===== src/rtl/assert_macros.svh =====
// assertion macros shared by the fluid grid rtl
// no dependencies; empty bodies when SYNTHESIS is defined
`ifndef ASSERT_MACROS_SVH
`define ASSERT_MACROS_SVH
`ifndef SYNTHESIS
`define ASSERT_IMPLY(label, clk, rst, pre, post, msg) \
  label: assert property (@(posedge clk) disable iff (rst) (pre) |-> (post)) else $error(msg);
`define ASSERT_NEXT(label, clk, rst, pre, post, msg) \
  label: assert property (@(posedge clk) disable iff (rst) (pre) |=> (post)) else $error(msg);
`else
`define ASSERT_IMPLY(label, clk, rst, pre, post, msg)
`define ASSERT_NEXT(label, clk, rst, pre, post, msg)
`endif
`endif


===== src/rtl/mfgs_pkg.sv =====
// types, codes and constants of the fluid grid block
// used by mfgs_ctrl, mfgs_dp and mass_fluid_grid_step
package mfgs_pkg;

  localparam int GRID_COLS_DEF = 128;
  localparam int GRID_ROWS_DEF = 64;

  localparam int MASS_W = 24;
  localparam int KIND_W = 2;
  localparam int CFG_W = 16;
  localparam logic [CFG_W-1:0] DRY_LIMIT_RST = 16'd7;
  localparam logic [MASS_W-1:0] MASS_MAX = 24'hFFFFFF;

  // stable split constants, q8.16
  localparam int ONE_Q16 = 65536;
  localparam int SPLIT_MID = 147456;
  localparam int SPLIT_HI_BIAS = 16384;
  // divide by five through a reciprocal
  localparam int DIV5_X_W = 19;
  localparam int DIV5_MUL_W = 20;
  localparam int DIV5_MUL = 838861;
  localparam int DIV5_SHIFT = 22;
  localparam int PROD_W = DIV5_X_W + DIV5_MUL_W;
  localparam int QUOT_W = PROD_W - DIV5_SHIFT;

  localparam logic [1:0] ACT_EDIT = 2'd0;
  localparam logic [1:0] ACT_GEN = 2'd1;
  localparam logic [1:0] ACT_READ = 2'd2;

  localparam logic [KIND_W-1:0] KIND_EMPTY = 2'd0;
  localparam logic [KIND_W-1:0] KIND_WATER = 2'd1;
  localparam logic [KIND_W-1:0] KIND_WALL = 2'd2;

  typedef struct packed {
    logic [1:0] action;
    logic [6:0] col;
    logic [5:0] row;
    logic [1:0] cell_kind;
    logic [23:0] mass_in;
  } cmd_t;

  typedef struct packed {
    logic [1:0] kind_out;
    logic [23:0] mass_out;
  } rsp_t;

  typedef struct packed {
    logic [KIND_W-1:0] kind;
    logic [MASS_W-1:0] mass;
  } cell_t;

  typedef enum logic [2:0] {
    TGT_CMD = 3'd0,
    TGT_SELF = 3'd1,
    TGT_BELOW = 3'd2,
    TGT_LEFT = 3'd3,
    TGT_RIGHT = 3'd4
  } tgt_t;

  typedef enum logic [1:0] {
    OP_CLEAR = 2'd0,
    OP_INIT = 2'd1,
    OP_EDIT = 2'd2,
    OP_POUR = 2'd3
  } wr_op_t;

  typedef struct packed {
    logic rd;
    logic wr;
    tgt_t tgt;
    logic nxt;
    wr_op_t op;
    logic ld_cmd;
    logic scan_rst;
    logic scan_inc;
    logic ld_self;
    logic ld_sum;
    logic ld_prod;
    logic ld_down;
    logic ld_side;
    logic ld_keep;
    logic flip;
    logic ld_rsp;
  } dp_ctl_t;

  typedef struct packed {
    logic scan_last;
    logic at_left;
    logic at_right;
    logic at_bottom;
    logic self_active;
    logic nb_wall;
    logic rem_keep;
    logic edit_ok;
  } dp_sts_t;

endpackage


===== src/rtl/mfgs_ctrl.sv =====
// sequencer of the fluid grid: command handling and generation sweep
// depends on mfgs_pkg and assert_macros.svh
`include "assert_macros.svh"

module mfgs_ctrl (
  input  logic              clk,
  input  logic              rst,
  input  logic              cmd_valid,
  output logic              cmd_stall,
  input  logic [1:0]        cmd_action,
  output logic              rsp_valid,
  input  logic              rsp_stall,
  output mfgs_pkg::dp_ctl_t ctl,
  input  mfgs_pkg::dp_sts_t sts
);
  import mfgs_pkg::*;

  typedef enum logic [21:0] {
    S_CLR        = 22'h000001,
    S_IDLE       = 22'h000002,
    S_EDIT_RD    = 22'h000004,
    S_EDIT_WR    = 22'h000008,
    S_READ_RD    = 22'h000010,
    S_READ_OUT   = 22'h000020,
    S_INIT_RD    = 22'h000040,
    S_INIT_WR    = 22'h000080,
    S_SELF_RD    = 22'h000100,
    S_SELF_CHK   = 22'h000200,
    S_BELOW_CHK  = 22'h000400,
    S_MUL        = 22'h000800,
    S_FLOW       = 22'h001000,
    S_POUR_DOWN  = 22'h002000,
    S_LEFT_RD    = 22'h004000,
    S_LEFT_CHK   = 22'h008000,
    S_POUR_LEFT  = 22'h010000,
    S_RIGHT_RD   = 22'h020000,
    S_RIGHT_CHK  = 22'h040000,
    S_POUR_RIGHT = 22'h080000,
    S_KEEP       = 22'h100000,
    S_POUR_SELF  = 22'h200000
  } state_t;

  state_t state;
  state_t state_next;
  logic cmd_acc;

  assign cmd_stall = (state != S_IDLE);
  assign cmd_acc = cmd_valid && !cmd_stall;

  always_comb begin
    ctl = '0;
    state_next = state;
    case (state)
      S_CLR: begin
        ctl.wr = 1'b1;
        ctl.tgt = TGT_SELF;
        ctl.op = OP_CLEAR;
        if (sts.scan_last) begin
          ctl.scan_rst = 1'b1;
          state_next = S_IDLE;
        end else begin
          ctl.scan_inc = 1'b1;
        end
      end
      S_IDLE: begin
        ctl.ld_cmd = cmd_acc;
        if (cmd_acc) begin
          case (cmd_action)
            ACT_EDIT: state_next = S_EDIT_RD;
            ACT_GEN: begin
              ctl.scan_rst = 1'b1;
              state_next = S_INIT_RD;
            end
            ACT_READ: state_next = S_READ_RD;
            default: state_next = S_IDLE;
          endcase
        end
      end
      S_EDIT_RD: begin
        ctl.rd = 1'b1;
        ctl.tgt = TGT_CMD;
        state_next = S_EDIT_WR;
      end
      S_EDIT_WR: begin
        ctl.wr = sts.edit_ok;
        ctl.tgt = TGT_CMD;
        ctl.op = OP_EDIT;
        state_next = S_IDLE;
      end
      S_READ_RD: begin
        ctl.rd = 1'b1;
        ctl.tgt = TGT_CMD;
        state_next = S_READ_OUT;
      end
      S_READ_OUT: begin
        if (!rsp_valid || !rsp_stall) begin
          ctl.ld_rsp = 1'b1;
          state_next = S_IDLE;
        end
      end
      S_INIT_RD: begin
        ctl.rd = 1'b1;
        ctl.tgt = TGT_SELF;
        state_next = S_INIT_WR;
      end
      S_INIT_WR: begin
        ctl.wr = 1'b1;
        ctl.tgt = TGT_SELF;
        ctl.nxt = 1'b1;
        ctl.op = OP_INIT;
        if (sts.scan_last) begin
          ctl.scan_rst = 1'b1;
          state_next = S_SELF_RD;
        end else begin
          ctl.scan_inc = 1'b1;
          state_next = S_INIT_RD;
        end
      end
      S_SELF_RD: begin
        ctl.rd = 1'b1;
        ctl.tgt = TGT_SELF;
        state_next = S_SELF_CHK;
      end
      S_SELF_CHK: begin
        ctl.ld_self = 1'b1;
        if (!sts.self_active) begin
          if (sts.scan_last) begin
            ctl.flip = 1'b1;
            state_next = S_IDLE;
          end else begin
            ctl.scan_inc = 1'b1;
            state_next = S_SELF_RD;
          end
        end else if (!sts.at_bottom) begin
          ctl.rd = 1'b1;
          ctl.tgt = TGT_BELOW;
          state_next = S_BELOW_CHK;
        end else begin
          state_next = S_LEFT_RD;
        end
      end
      S_BELOW_CHK: begin
        if (sts.nb_wall) begin
          state_next = S_LEFT_RD;
        end else begin
          ctl.ld_sum = 1'b1;
          state_next = S_MUL;
        end
      end
      S_MUL: begin
        ctl.ld_prod = 1'b1;
        state_next = S_FLOW;
      end
      S_FLOW: begin
        ctl.ld_down = 1'b1;
        ctl.rd = 1'b1;
        ctl.tgt = TGT_BELOW;
        ctl.nxt = 1'b1;
        state_next = S_POUR_DOWN;
      end
      S_POUR_DOWN: begin
        ctl.wr = 1'b1;
        ctl.tgt = TGT_BELOW;
        ctl.nxt = 1'b1;
        ctl.op = OP_POUR;
        state_next = S_LEFT_RD;
      end
      S_LEFT_RD: begin
        if (sts.at_left) begin
          state_next = S_RIGHT_RD;
        end else begin
          ctl.rd = 1'b1;
          ctl.tgt = TGT_LEFT;
          state_next = S_LEFT_CHK;
        end
      end
      S_LEFT_CHK: begin
        if (sts.nb_wall) begin
          state_next = S_RIGHT_RD;
        end else begin
          ctl.ld_side = 1'b1;
          ctl.rd = 1'b1;
          ctl.tgt = TGT_LEFT;
          ctl.nxt = 1'b1;
          state_next = S_POUR_LEFT;
        end
      end
      S_POUR_LEFT: begin
        ctl.wr = 1'b1;
        ctl.tgt = TGT_LEFT;
        ctl.nxt = 1'b1;
        ctl.op = OP_POUR;
        state_next = S_RIGHT_RD;
      end
      S_RIGHT_RD: begin
        if (sts.at_right) begin
          state_next = S_KEEP;
        end else begin
          ctl.rd = 1'b1;
          ctl.tgt = TGT_RIGHT;
          state_next = S_RIGHT_CHK;
        end
      end
      S_RIGHT_CHK: begin
        if (sts.nb_wall) begin
          state_next = S_KEEP;
        end else begin
          ctl.ld_side = 1'b1;
          ctl.rd = 1'b1;
          ctl.tgt = TGT_RIGHT;
          ctl.nxt = 1'b1;
          state_next = S_POUR_RIGHT;
        end
      end
      S_POUR_RIGHT: begin
        ctl.wr = 1'b1;
        ctl.tgt = TGT_RIGHT;
        ctl.nxt = 1'b1;
        ctl.op = OP_POUR;
        state_next = S_KEEP;
      end
      S_KEEP: begin
        if (sts.rem_keep) begin
          ctl.ld_keep = 1'b1;
          ctl.rd = 1'b1;
          ctl.tgt = TGT_SELF;
          ctl.nxt = 1'b1;
          state_next = S_POUR_SELF;
        end else if (sts.scan_last) begin
          ctl.flip = 1'b1;
          state_next = S_IDLE;
        end else begin
          ctl.scan_inc = 1'b1;
          state_next = S_SELF_RD;
        end
      end
      S_POUR_SELF: begin
        ctl.wr = 1'b1;
        ctl.tgt = TGT_SELF;
        ctl.nxt = 1'b1;
        ctl.op = OP_POUR;
        if (sts.scan_last) begin
          ctl.flip = 1'b1;
          state_next = S_IDLE;
        end else begin
          ctl.scan_inc = 1'b1;
          state_next = S_SELF_RD;
        end
      end
      default: state_next = S_IDLE;
    endcase
  end

  always_ff @(posedge clk) begin
    if (rst) begin
      state <= S_CLR;
      rsp_valid <= 1'b0;
    end else begin
      state <= state_next;
      if (ctl.ld_rsp) begin
        rsp_valid <= 1'b1;
      end else if (!rsp_stall) begin
        rsp_valid <= 1'b0;
      end
    end
  end

  `ASSERT_NEXT(a_gen_start, clk, rst, cmd_acc && (cmd_action == ACT_GEN), state == S_INIT_RD, "generation did not begin with init sweep")
  `ASSERT_IMPLY(a_rsp_slot, clk, rst, ctl.ld_rsp, !rsp_valid || !rsp_stall, "pending response overwritten")
  `ASSERT_IMPLY(a_pour_next, clk, rst, ctl.wr && (ctl.op == OP_POUR), ctl.nxt, "pour aimed at current grid")

endmodule


===== config.mk =====
export PLATFORM = sky130hd
export DESIGN_NAME = mfgs_ctrl
export DESIGN_NICKNAME = d
export VERILOG_FILES = /design/src/rtl/mfgs_pkg.sv /design/src/rtl/mfgs_ctrl.sv
export VERILOG_INCLUDE_DIRS = /design/src /design/src/rtl
export SDC_FILE = /design/constraint.sdc
export NUM_CORES = 1
export LEC_CHECK = 0
export ABC_AREA = 1
export BUFFER_PORTS_ARGS = -buffer_cell sky130_fd_sc_hd__buf_2
export CAP_MARGIN = 20
export CORE_MARGIN = 3
export CORE_UTILIZATION = 50
export CTS_CLUSTER_SIZE = 25
export DETAILED_ROUTE_END_ITERATION = 10
export PLACE_DENSITY = 0.86
export SYNTH_ARGS = -nofsm -noshare
export SYNTH_HDL_FRONTEND = slang
export SYNTH_SLANG_ARGS = --single-unit

===== constraint.sdc =====
create_clock -name clk -period 2.16 [get_ports clk]
set_input_delay 0.432 -clock clk [delete_from_list [all_inputs] [get_ports clk]]
set_output_delay 0.432 -clock clk [all_outputs]
set_load 0.005 [all_outputs]

==> impl_metrics.ini, run 1 <==
[sta]
rsz0062_at_grt = true
fmax_mhz = 415
setup_tns_ns = -2.66
slew_headroom = 0.688
finalCriticalPeriod_ns = 2.41
setup_viol = 19
clock_skew_ns = 0.00480
tightestPinTransition_ns = 0.469
finalCritPeriodShare = 1.12
drv_slew = 0
hold_violations = 0
finalWorstSetupSlack_ns = -0.251
hold_slack_ns = 0.257

[global_routing]
antenna_found_initial = 0
grt_pass1_wl_um = 9290
grt_max_degree = 19
grt_usage = 0.288
grt_pass1_vias = 2018
grt_overflow = 0

[floorplan]
die_area_um2 = 4170
coreArea_um2 = 3150
die_y_um = 64.6
rows = 20
io_pins = 35
die_w_um = 64.6
start_util = 0.544

[detailed_routing]
post_drt_wl_per_cell_um = 23.3
via_count = 2592
drtAntennaViolNets = 0
drc = 0
firstDrtPassIters = 6
vias_per_cell = 6.63
drtIter0Drc = 400
postRouteWirelength_um = 9110

[cts]
path_clk_slew_ns = 0.14
clk_latency_ns = 0.33
cts_buffer_depth = 2
numCtsBuffers = 3
cts_sinks = 23
cts_hold_buf = 0
cts_max_level = 1
cts_root_buf = clkbuf_4
cts_tree = yes

[critical_path]
crit_path_top_delay_cell = dfxtp_4
ff2ff_path_depth = 12
path_depth = 11
worst_ep_required_time_ns = 1.73
crit_start = state[13]$_SDFFE_PP0P_
critical_path_class = reg -> out
worst_path_most_repeated_cell = nand2_4
crit_path_max_fanout = 7
path_delay_family = simple AND/OR/NAND/NOR gates
crit_end = ctl[17]
ff2ff_setup_slack_ns = -0.04
r2r_end = state[20]$_SDFFE_PP0P_
worst_ep_arrival_time_ns = 1.98
start_kind = register
path_cells = nor2_4, nand2_4, nor2_8, buf_4, nand3_4, nand2_4, nor2_4, nand2_4, inv_4, nand3_2, buf_2
cp_slowest_stage_delay_ns = 0.38
rr_startpoint = state[13]$_SDFFE_PP0P_
path_buf_inv = 3
end_kind = primary output

[final_layout]
drive_above_1_share = 0.582
final_common_cell = buf_4
area_growth_pct = 62.8
antenna_cells = 0
final_cell_mix = buf_4, nor2_1, buf_2
finalInstanceArea_um2 = 2790
fin_nets = 362
post-route-util = 0.885
stdcell_count = 391

[pwr]
p_seq_frac = 0.422
p_int_mw = 0.646
powerDensity_nw_per_um2 = 377
p_leak_nw = 1.40
power_mw = 1.05
p_sw_frac = 0.386
p_clk_frac = 0.210
p_switching_mw = 0.406
ir_drop_v = 0.000387
combinationalPowerShare = 0.368

[yosys]
avgSynthCellArea_um2 = 6.49
synth_seq_area_share = 0.269
async_reset_ff_frac = 0
synth_warnings = 0
syn_inst = 264
syn_area_um2 = 1710
synth_edf_count = 0
ys_ff_latch = 23
yosysUniqueCellTypes = 29
syn_nets = 278
ys.flop_type = dfxtp_1

[outcome]
violations = negative setup slack
status = complete, but fails checks

[placement]
dpl_worst_slack_ns = 0.0869
dp.cells = 340
io_buffers = 34
dpl_cell_area_um2 = 1920
place.gp.congestion = 0.911
hpwl_um = 3470

[worst_hold_path]
min_path_type = in -> reg
hold_depth = 2

[flow_run]
maxCapViolCount = 0
==> power groups by stage <==
stage	combinational (mW)	sequential (mW)	clock (mW)
6_report	0.387	0.443	0.221
5_1_grt	0.396	0.444	0.225
4_1_cts	0.279	0.442	0.205
3_5_place_dp	0.203	0.449	0
3_3_place_gp	0.200	0.449	0
2_1_floorplan	0.151	0.448	0
==> worst min path at each step <==
stage | slack [ns] | start | to
3_5_place_dp | 0.48 | rsp_valid$_SDFFE_PP0P_ | rsp_valid$_SDFFE_PP0P_
2_1_floorplan | 0.47 | rsp_valid$_SDFFE_PP0P_ | rsp_valid$_SDFFE_PP0P_
3_3_place_gp | 0.47 | rsp_valid$_SDFFE_PP0P_ | rsp_valid$_SDFFE_PP0P_
4_1_cts | 0.28 | cmd_action[1] | state[2]$_SDFFE_PP0P_
6_report | 0.26 | cmd_action[1] | state[2]$_SDFFE_PP0P_
5_1_grt | 0.26 | cmd_action[1] | state[2]$_SDFFE_PP0P_
==> sequential cells by signal, summed over array words and instances (netlist names) <==
register   count
state         22
rsp_valid      1
==> cell type report <==
type                            count  area (um2)
Clock buffer                        4        26.3
Fill cell                         134         362
Inverter                           46         185
Multi-Input combinational cell    190        1430
Sequential cell                    23         493
Tap cell                           44        55.1
Timing Repair Buffer               84         606
==> synthesized netlist by cell type, types with 4 or more instances <==
library cell / instances / area share
nand4_1: 7 / 0.026
nor3_2: 4 / 0.023
nand2_2: 8 / 0.029
nand3_2: 8 / 0.047
dfxtp_1: 23 / 0.27
nor4_1: 5 / 0.018
nor2_1: 55 / 0.12
nor3_1: 8 / 0.023
inv_1: 38 / 0.083
nor2_2: 11 / 0.040
nand2_1: 30 / 0.066
nand3_1: 33 / 0.096
inv_2: 8 / 0.018
a21oi_1: 4 / 0.012
==> routing by layer <==
layer	vias to the layer above	global-route usage	part of all wire
met3	100	0.0815	0.16
li1	1023	-	-
met4	0	0.156	0.095
met5	-	0	0
met2	302	0.474	0.43
met1	1167	0.335	0.32
==> cells by family after synthesis <==
logic type	Yosys count	synth area share
AO/OA/AOI/OAI	12	0.0445
buffers and inverters	51	0.125
flip-flops	23	0.269
AND/OR/NAND/NOR	178	0.562
==> repair_timing <==
action	in CTS	in global routing
pin swaps	23	32
resized for setup	63	70
setup endpoints to repair	14	18
hold endpoints to repair	0	0
buffers inserted	30	17
(Power assumes the default switching activity.)
==> run 2, diff against run 1 <==
CORE_MARGIN = 1.5   (was 3)
GPL_TIMING_DRIVEN = 0   (was unset)
==> impl_metrics.ini, run 2 (same netlist as run 1, synthesis figures left out) <==
[outcome]
status = complete, but fails checks
violations = negative setup slack

[sta]
clock_skew_ns = 0.00297
rsz0062_at_grt = true
drv_slew = 0
setup_viol = 14
finalWorstSetupSlack_ns = -0.215
finalCriticalPeriod_ns = 2.38
hold_violations = 0
fmax_mhz = 421
finalCritPeriodShare = 1.10
tightestPinTransition_ns = 0.707
slew_headroom = 0.529
hold_slack_ns = 0.255

[final_layout]
fin_nets = 356
drive_above_1_share = 0.531
final_cell_mix = nor2_1, inv_1, buf_4
post-route-util = 0.799
final_common_cell = nor2_1
top_register = state
antenna_cells = 0
largestRegisters = state x22, rsp_valid x1
filler_cell_count = 197
area_growth_pct = 54.3
largest_reg_flops = 22

[detailed_routing]
firstDrtPassIters = 6
via_count = 2413
vias_per_cell = 6.24
drtAntennaViolNets = 0
drtIter0Drc = 279
post_drt_wl_per_cell_um = 18.7
drc = 0
postRouteWirelength_um = 7230

[cts]
path_clk_slew_ns = 0.14
cts_root_buf = clkbuf_4
cts_sinks = 23
clk_latency_ns = 0.33
cts_max_level = 1
cts_buffer_depth = 2
cts_tree = yes
numCtsBuffers = 3

[critical_path]
crit_path_max_fanout = 6
path_delay_family = simple AND/OR/NAND/NOR gates
path_buf_inv = 2
worst_ep_required_time_ns = 1.73
end_kind = primary output
worst_ep_arrival_time_ns = 1.94
cp_slowest_stage_delay_ns = 0.36
worst_path_most_repeated_cell = nor2_1
start_kind = register
critical_path_class = reg -> out
path_cells = nor2_4, nand2_4, nor2_8, buf_4, nand3_2, nor2_1, nor2_1, nand4_1, buf_2
crit_path_top_delay_cell = dfxtp_2
ff2ff_setup_slack_ns = 0.29

[global_routing]
antenna_found_initial = 0
grt_usage = 0.319
grt_pass1_wl_um = 8790
grt_max_degree = 13
grt_overflow = 0
grt_pass1_vias = 2004

[placement]
io_buffers = 33
place.gp.congestion = 0.906
hpwl_um = 3480

[floorplan]
die_area_um2 = 3790
io_pins = 35
start_util = 0.518
die_y_um = 61.6
coreArea_um2 = 3310
die_w_um = 61.6
rows = 21

[worst_hold_path]
min_path_type = in -> reg

[pwr]
p_leak_nw = 1.38
ir_drop_v = 0.000381
powerDensity_nw_per_um2 = 386
power_mw = 1.02

[flow_run]
maxCapViolCount = 0
[run 2: cell count changes in the layout (fill, tap and decap cells not counted), moves of 3 or more]
| cell | delta |
|---|---|
| nand2_2 | -3 |
| inv_4 | -4 |
| nor2_2 | -5 |
| nand2_1 | +4 |
| nand3_2 | +4 |
| nor2_1 | +5 |
| buf_4 | -5 |
| nand3_4 | -6 |
[run 2: cell type report]
class,instances,area [um2],share of cell area
multi-input combinational,190,1340,0.508
timing repair buffer,73,504,0.191
sequential,23,490,0.185
inverter,46,175,0.0662
tap,46,57.6,0.0218
buffer,5,48.8,0.0184
clock buffer,4,26.3,0.00993
[run 2: per-stage QoR]
step | std cells | instance area [um2] | setup WS, ns | TNS, ns
floorplan | 264 | 1710 | 0.368 | 0
global placement | 343 | 1940 | 0.0423 | 0
detailed placement | 343 | 1940 | 0.0517 | 0
CTS | 375 | 2420 | -0.0696 | -0.442
global route | 387 | 2650 | -0.246 | -2.55
finish | 387 | 2650 | -0.215 | -1.76
[run 2: what timing repair did]
action,4_1_cts,5_1_grt
hold buffers,0,0
pin swaps,28,24
setup endpoints to repair,15,16
gates cloned,1,0
buffers inserted,27,13
resized for setup,66,40
[run 2: power breakdown]
group | switching [mW] | internal (mW)
Combinational | 0.214 | 0.141
Sequential | 0.00991 | 0.432
Clock | 0.152 | 0.0726
[run 2: per-layer routing]
| layer | track usage | vias to the layer above | routed length [um] |
|---|---|---|---|
| met3 | 0.0483 | 72 | 880 |
| li1 | - | 1007 | - |
| met5 | 0 | - | 0 |
| met1 | 0.391 | 1102 | 2560 |
| met2 | 0.540 | 232 | 3270 |
| met4 | 0.164 | 0 | 517 |
[run 2: worst register-to-register path: stages, from the launching register on]
cell,delay (ns)
dfxtp_2,0.37
nor2_4,0.15
nand2_4,0.11
nor2_8,0.22
nand2_4,0.09
buf_4,0.15
nor2_2,0.11
nand2_1,0.11
nand3_4,0.15
inv_2,0.11
o21ai_0,0.11
nor3_2,0.07
[run 2: worst paths after layout]
check	start	cells after the start	end
setup / recovery	state[0]$_SDFFE_PP1P_	9	ctl[18]
hold / removal	cmd_action[1]	2	state[2]$_SDFFE_PP0P_
setup reg to reg	state[15]$_SDFFE_PP0P_	11	state[8]$_SDFFE_PP0P_
hold reg to reg	rsp_valid$_SDFFE_PP0P_	2	rsp_valid$_SDFFE_PP0P_
